### src/rtp_jitter_reorder_buffer_core_assert.svh
// Assertion macros for the jitter buffer RTL.
// No dependencies; included by modules that carry assertions.
`ifndef RTP_JITTER_REORDER_BUFFER_CORE_ASSERT_SVH
`define RTP_JITTER_REORDER_BUFFER_CORE_ASSERT_SVH

// Same-cycle implication, disabled in reset.
`define RJB_ASSERT_IMP(label, clk, rst_n, ante, cons) \
    label: assert property (@(posedge clk) disable iff (!rst_n) (ante) |-> (cons)) \
        else $error("jitter buffer assertion failed");

// Next-cycle implication, disabled in reset.
`define RJB_ASSERT_NXT(label, clk, rst_n, ante, cons) \
    label: assert property (@(posedge clk) disable iff (!rst_n) (ante) |=> (cons)) \
        else $error("jitter buffer assertion failed");

`endif

### src/rjb_pkg.sv
// Package for the jitter reorder buffer: widths, codes and the cell command.
// No dependencies.
`default_nettype none

package rjb_pkg;

    localparam int CAPACITY_DEF     = 64;
    localparam int PAYLOAD_BITS_DEF = 32;
    localparam int SEQ_W            = 16;
    localparam int CNT_W            = 7;
    localparam int TIMER_W          = 16;

    localparam logic [1:0] KIND_PUSH  = 2'd0;
    localparam logic [1:0] KIND_POP   = 2'd1;
    localparam logic [1:0] KIND_TICK  = 2'd2;
    localparam logic [1:0] KIND_CLEAR = 2'd3;

    localparam logic [1:0] REG_MAX_PACKETS  = 2'd0;
    localparam logic [1:0] REG_MIN_BUFFERED = 2'd1;
    localparam logic [1:0] REG_GAP_TIMEOUT  = 2'd2;

    localparam logic [2:0] OP_HOLD   = 3'd0;
    localparam logic [2:0] OP_INSERT = 3'd1;
    localparam logic [2:0] OP_UPDATE = 3'd2;
    localparam logic [2:0] OP_SHIFT  = 3'd3;
    localparam logic [2:0] OP_REMOVE = 3'd4;
    localparam logic [2:0] OP_CLEAR  = 3'd5;

    typedef struct packed {
        logic [2:0]       op;
        logic [SEQ_W-1:0] key;
    } cell_cmd_t;

endpackage

`default_nettype wire

### src/rjb_cell.sv
// One cell of the sorted entry chain: valid flag, sequence number, payload.
// Depends on rjb_pkg.
`default_nettype none

module rjb_cell #(
    parameter int PAYLOAD_BITS = rjb_pkg::PAYLOAD_BITS_DEF
) (
    input  wire                             clk,
    input  wire                             rst_n,
    input  rjb_pkg::cell_cmd_t              cmd,
    input  wire [PAYLOAD_BITS-1:0]          new_payload,
    input  wire                             left_valid,
    input  wire [rjb_pkg::SEQ_W-1:0]        left_seq,
    input  wire [PAYLOAD_BITS-1:0]          left_payload,
    input  wire                             left_pos,
    input  wire                             right_valid,
    input  wire [rjb_pkg::SEQ_W-1:0]        right_seq,
    input  wire [PAYLOAD_BITS-1:0]          right_payload,
    output logic                            valid,
    output logic [rjb_pkg::SEQ_W-1:0]       seq,
    output logic [PAYLOAD_BITS-1:0]         payload,
    output logic                            pos,
    output logic                            eq
);

    logic                      valid_reg, valid_next;
    logic [rjb_pkg::SEQ_W-1:0] seq_reg, seq_next;
    logic [PAYLOAD_BITS-1:0]   payload_reg, payload_next;
    logic                      gt;

    assign gt      = valid_reg && (seq_reg > cmd.key);
    assign eq      = valid_reg && (seq_reg == cmd.key);
    assign pos     = !valid_reg || gt;
    assign valid   = valid_reg;
    assign seq     = seq_reg;
    assign payload = payload_reg;

    always_comb
    begin
        valid_next   = valid_reg;
        seq_next     = seq_reg;
        payload_next = payload_reg;
        case (cmd.op)
            rjb_pkg::OP_INSERT:
            begin
                // take the left entry if it moves up too, else the new one
                if (pos)
                begin
                    if (left_pos)
                    begin
                        valid_next   = left_valid;
                        seq_next     = left_seq;
                        payload_next = left_payload;
                    end
                    else
                    begin
                        valid_next   = 1'b1;
                        seq_next     = cmd.key;
                        payload_next = new_payload;
                    end
                end
            end
            rjb_pkg::OP_UPDATE:
            begin
                if (eq)
                begin
                    payload_next = new_payload;
                end
            end
            rjb_pkg::OP_SHIFT:
            begin
                valid_next   = right_valid;
                seq_next     = right_seq;
                payload_next = right_payload;
            end
            rjb_pkg::OP_REMOVE:
            begin
                if (eq || gt)
                begin
                    valid_next   = right_valid;
                    seq_next     = right_seq;
                    payload_next = right_payload;
                end
            end
            rjb_pkg::OP_CLEAR:
            begin
                valid_next = 1'b0;
            end
            default:
            begin
                valid_next = valid_reg;
            end
        endcase
    end

    always_ff @(posedge clk or negedge rst_n)
    begin
        if (!rst_n)
        begin
            valid_reg <= 1'b0;
        end
        else
        begin
            valid_reg <= valid_next;
        end
    end

    always_ff @(posedge clk)
    begin
        seq_reg     <= seq_next;
        payload_reg <= payload_next;
    end

endmodule

`default_nettype wire
### config.mk
export PLATFORM = sky130hd
export DESIGN_NAME = rjb_cell
export DESIGN_NICKNAME = d
export VERILOG_FILES = /design/src/rtp_jitter_reorder_buffer_core_assert.svh /design/src/rjb_pkg.sv /design/src/rjb_cell.sv
export SDC_FILE = /design/constraint.sdc
export NUM_CORES = 1
export LEC_CHECK = 0
export BUFFER_PORTS_ARGS = -buffer_cell sky130_fd_sc_hd__buf_2
export CAP_MARGIN = 30
export CORE_MARGIN = 2
export CORE_UTILIZATION = 45
export DETAILED_ROUTE_END_ITERATION = 10
export PLACE_DENSITY = 0.86
export SKIP_LAST_GASP = 1
export SYNTH_ARGS = -nofsm -noshare
export SYNTH_HDL_FRONTEND = slang
export SYNTH_SLANG_ARGS = --single-unit
### constraint.sdc
create_clock -name clk -period 5.6 [get_ports clk]
set_input_delay 1.12 -clock clk [delete_from_list [all_inputs] [get_ports clk]]
set_output_delay 1.12 -clock clk [all_outputs]
set_load 0.02 [all_outputs]
==> flow_summary_export.csv, run 1 <==
group,metric,value,unit
final_layout,largest_reg_flops,32,
place,port_buffers,202,
detailed_routing,ant_nets,0,
final_layout,fillCellCount,521,
detailed_routing,wire_per_inst,16.19,um
yosys,synth_top_area_share,49.04,%
clocking,cts_resized,0,
pwr,leakage,2.109,nW
sta,period_share,69.79,%
sta,clock_skew,0.009335,ns
yosys,yosys_most_used_dff,"edfxtp_1",
die,dieArea,7194,um2
pwr,total_power,1.031,mW
run_status,status,"completed",
setup_path,worstPathArrival,2.79,ns
sta,max_freq,0.2559,GHz
clocking,h-tree-depth,2,
setup_path,r2r_setup_slack,2.46,ns
grt,grt_pass1_vias,2839,
die,core.rowCount,29,
sta,finalMaxSlewViolations,0,
sta,setup_ws,1.692,ns
setup_path,required,4.48,ns
setup_path,r2r-end,"seq[10]",
place,placed_cells,536,
setup_path,ff2ff_path_depth,7,
final_layout,n_antenna_cell,0,
setup_path,r2r_start,"seq[13]",
die,start_util,46.29,%
sta,slew_headroom,38.74,%
grt,grt_usage,23.07,%
die,core,6350,um2
setup_path,cp-start-kind,"primary input",
final_layout,drive_gt1_share,47.75,%
grt,grt-ovfl-total,0,
yosys,ys_warn_count,0,
yosys,synthMostInstantiatedCell,"inv_1",
yosys,async_reset_ff_share,2.041,%
sta,final-setup-viol-count,0,
pwr,power_density,251.9,nW/um2
job,cap_violations,0,
clocking,clkSinkCount,49,
yosys,synth_edf_count,48,
detailed_routing,drt-total-wl,8.809,mm
clocking,cts_buffers,5,
grt,grt_pass1_wl,13.37,mm
worst_hold_path,min_path_type,"primary input to asynchronous set/reset pin",
die,die_w,84.82,um
clocking,clkLatencyLatePin,0.30,ns
sta,period_minus_slack,3.908,ns
die,die_h,84.82,um
setup_path,crit_fanout,4,
setup_path,path_class,"primary input to output port",
place,routabilityCongestion,0.8355,
sta,finalHoldViolCount,0,
yosys,avgSynthCellArea,10.89,um2
place,hpwl,7.025,mm
yosys,postSynthCellCount,270,
detailed_routing,vias,2966,
detailed_routing,drtPass1Iterations,8,
pwr,vdd_drop_max,150.0,uV
yosys,ys_types,34,
setup_path,endpoint_kind,"output port",
sta,final.setup.tns,0,ns
yosys,synth_common_cells,"50 x inv_1, 48 x edfxtp_1, 32 x a222oi_1",
yosys,synth_area_leaders,"edfxtp_1 49%, a222oi_1 11%, ha_1 6.8%",
sta,max_slew.worst_pin.slew,0.9161,ns
detailed_routing,drc,0,
grt,grt_max_degree,41,
grt,antenna_found_initial,0,
clocking,post_cts_buffers,0,
detailed_routing,drtIter0Drc,223,
clocking,cts_tree,"done",
final_layout,stdcell_count,544,
yosys,syn-cell-area,2939,um2
final_layout,layout.nets,634,
yosys,seq_area_frac_synth,49.89,%
sta,whs,0.5862,ns
final_layout,area_growth,39.29,%
die,ios,203,
clocking,cts-root-buf,"clkbuf_8",
clocking,postCtsHoldBufs,0,
detailed_routing,post_drt_via_cell_ratio,5.452,
place,place_ws,1.614,ns
clocking,path_clk_slew,0.08,ns
yosys,synth_seq_cells,49,
yosys,synthesis.nets,438,
yosys,synth_top_cell_by_area,"edfxtp_1",
sta,rsz0062_at_grt,"false",
clocking,clockBufferDepth,2,
[through the flow]
stage                     cell area, um2  util (%)
after floorplan                     2939         -
after global placement              3955     62.29
after detailed placement            4003     63.03
after CTS                           4094     64.47
after global routing                4094     64.47
final                               4094     64.47
[area by class of cell]
cell class              instances  area, um2  share of cell area (%)
flip-flops and latches         49       1466                   35.82
multi-input cells             153       1179                   28.79
inverters                      52      195.2                   4.768
repair buffers                205       1066                   26.04
clock inverters                 3      22.52                  0.5501
well taps                      77      96.34                   2.353
clock buffers                   5      68.82                   1.681
[power by group]
part | internal, mW | switching (mW)
registers | 0.470 | 0.0192
logic | 0.132 | 0.203
clock network | 0.0887 | 0.118
[critical path: stages]
cell and delay (ns):
buf_2 0.10, inv_1 0.05, ha_1 0.33, a21oi_1 0.15, o21ai_0 0.12, a21o_1 0.17, a211oi_1 0.44, a21oi_1 0.13
buf_2 0.18
[layer usage]
metal / track usage [%] / share of wire [%] / up-vias
met2: 41.45 / 54 / 147
met3: 3.599 / 6.8 / 10
met1: 28.63 / 38 / 1394
met4: 7.071 / 1.3 / 0
met5: 0 / 0 / -
li1: - / - / 1415
[cell families after synthesis]
group	count (synthesis)	share of synthesized area, %
AOI/OAI and AO/OA	74	19.16
buffers and inverters	68	10.22
DFF	49	49.89
and+or+nand+nor	47	8.471
muxes	16	5.449
adders and majority gates	16	6.811
[placed cells by master, fill, tap and decap left out, drive strengths merged, types with 2 or more instances in the layout]
cell    count
nand3       2
buf       205
nor2b       2
a222oi     32
nand4       5
clkbuf      5
a21o        4
a21oi      10
o21ai      22
nand3b      2
clkinv      3
nand2      26
edfxtp     48
nor2        3
nor3        2
ha         16
inv        52
mux2i      16
[worst max path at each step]
stage	startpoint	endpoint	slack (ns)	cells past startpoint
after detailed placement	cmd[15]	seq[10]	1.61	9
after global placement	cmd[10]	pos	1.72	9
after global routing	cmd[10]	pos	1.53	9
after floorplan	cmd[14]	payload[0]	1.67	9
final	cmd[15]	pos	1.69	9
after CTS	cmd[15]	pos	1.69	9
Note: power is estimated with default switching activity, not from simulation.
==> inputs of run 2 (changes only) <==
- CORE_UTILIZATION: 45 -> 42
- PLACE_DENSITY: 0.86 -> 0.81
- clock period: 5.6 -> 3.65 ns (I/O delays scaled with it)
==> run 2 against run 1 <==
  * Sequential cell count unchanged
  * Sequential power increased by 53%
  * Register-to-register slack got worse by 1.4 ns
  * Clock power increased by 50%
  * Cell area decreased by 0.15%
  * Largest cell class unchanged
  * Highest routed layer unchanged
==> flow_summary_export.csv, run 2 (same netlist as run 1, synthesis figures left out) <==
group,metric,value,unit
sta,clock_skew,0.007124,ns
die,start_util,43.26,%
final_layout,stdcell_count,564,
sta,final-setup-viol-count,0,
final_layout,layout.nets,635,
sta,finalMaxSlewViolations,0,
job,cap_violations,0,
place,port_buffers,202,
setup_path,cp-start-kind,"primary input",
clocking,cts-root-buf,"clkbuf_8",
clocking,post_cts_buffers,0,
clocking,path_clk_slew,0.08,ns
place,hpwl,6.688,mm
detailed_routing,drt-total-wl,8.444,mm
setup_path,r2r_setup_slack,1.08,ns
detailed_routing,post_drt_via_cell_ratio,5.172,
die,dieArea,7683,um2
pwr,power_density,383.0,nW/um2
clocking,clkLatencyLatePin,0.30,ns
final_layout,largest_reg_flops,32,
setup_path,path_class,"primary input to output port",
detailed_routing,drtIter0Drc,310,
pwr,leakage,2.100,nW
sta,finalHoldViolCount,0,
setup_path,worstPathArrival,2.35,ns
clocking,h-tree-depth,2,
final_layout,final_cell_mix,"202 x buf_2, 50 x inv_1, 48 x edfxtp_1",
setup_path,critical_path.endpoint,"pos",
final_layout,n_antenna_cell,0,
run_status,status,"completed",
die,ios,203,
clocking,cts_resized,0,
sta,max_slew.worst_pin.slew,1.155,ns
setup_path,crit_fanout,4,
final_layout,fin_util,60.17,%
final_layout,area_growth,39.08,%
place,placed_cells,556,
grt,grt_max_degree,41,
grt,grt_pass1_wl,11.81,mm
sta,setup_ws,0.5745,ns
clocking,postCtsHoldBufs,0,
die,core,6794,um2
final_layout,mostFrequentLayoutCell,"buf_2",
detailed_routing,ant_nets,0,
worst_hold_path,min_path_type,"primary input to asynchronous set/reset pin",
grt,grt-ovfl-total,0,
sta,rsz0062_at_grt,"false",
detailed_routing,vias,2917,
setup_path,startpoint,"cmd[10]",
sta,period_minus_slack,3.076,ns
final_layout,drive_gt1_share,47.65,%
final_layout,fillCellCount,573,
setup_path,r2r-end,"payload[20]",
sta,slew_headroom,22.75,%
clocking,cts_buffers,5,
grt,antenna_found_initial,0,
clocking,clockBufferDepth,2,
clocking,cts_tree,"done",
pwr,vdd_drop_max,174.7,uV
setup_path,r2r_start,"seq[15]",
die,core.rowCount,30,
grt,grt_pass1_vias,2489,
setup_path,required,2.92,ns
sta,final.setup.tns,0,ns
setup_path,ff2ff_path_depth,7,
sta,period_share,84.26,%
die,die_h,87.65,um
place,place_ws,0.5474,ns
detailed_routing,drtPass1Iterations,6,
setup_path,endpoint_kind,"output port",
place,routabilityCongestion,0.8063,
clocking,clkSinkCount,49,
detailed_routing,wire_per_inst,14.97,um
sta,max_freq,0.3251,GHz
detailed_routing,drc,0,
die,die_w,87.65,um
grt,grt_usage,19.85,%
## run 2: area by class of cell
| type | count | area, um2 | area share, % |
|---|---|---|---|
| inverter | 52 | 195.2 | 4.775 |
| sequential | 49 | 1466 | 35.87 |
| tap | 96 | 120.1 | 2.938 |
| clock inverter | 3 | 17.52 | 0.4285 |
| multi-input combinational | 153 | 1179 | 28.83 |
| clock buffer | 5 | 68.82 | 1.684 |
| timing repair buffer | 206 | 1041 | 25.47 |
## run 2: critical path, cell delays in order
cell and delay, ns:
buf_2 0.09, inv_1 0.04, ha_1 0.31, a21o_1 0.18, a21oi_1 0.13, a21oi_1 0.09
a211oi_1 0.47, a21oi_1 0.12, buf_2 0.17
## run 2: layer usage
metal	GRT usage, %	vias to the layer above	routed length (um)
met1	24.26	1346	3269
met5	0	-	0
met4	5.594	0	90
li1	-	1412	-
met2	36.09	150	4490
met3	3.205	9	593
## run 2: stage by stage
stage          hold slack, ns  instance area (um2)  power, mW
3_5_place_dp           0.5089                 4001      1.269
3_3_place_gp           0.5062                 4001      1.253
6_report               0.1954                 4088      1.565
2_1_floorplan          0.4344                 2939      1.062
5_1_grt                0.1727                 4088      1.650
4_1_cts                0.1815                 4088      1.581
## run 2: worst min-delay path by stage
stage	startpoint	end	slack, ns	cells after the start
global route	rst_n	valid	0.17	1
CTS	rst_n	valid	0.18	1
finish	rst_n	valid	0.20	1
global placement	rst_n	valid	0.51	1
floorplan	rst_n	valid	0.43	0
detailed placement	rst_n	valid	0.51	1
## run 2: power breakdown
| part | total [mW] | internal [mW] | switching [mW] |
|---|---|---|---|
| combinational | 0.504 | 0.198 | 0.306 |
| sequential | 0.751 | 0.721 | 0.0304 |
| clock | 0.310 | 0.133 | 0.178 |
| total | 1.57 | 1.05 | 0.514 |
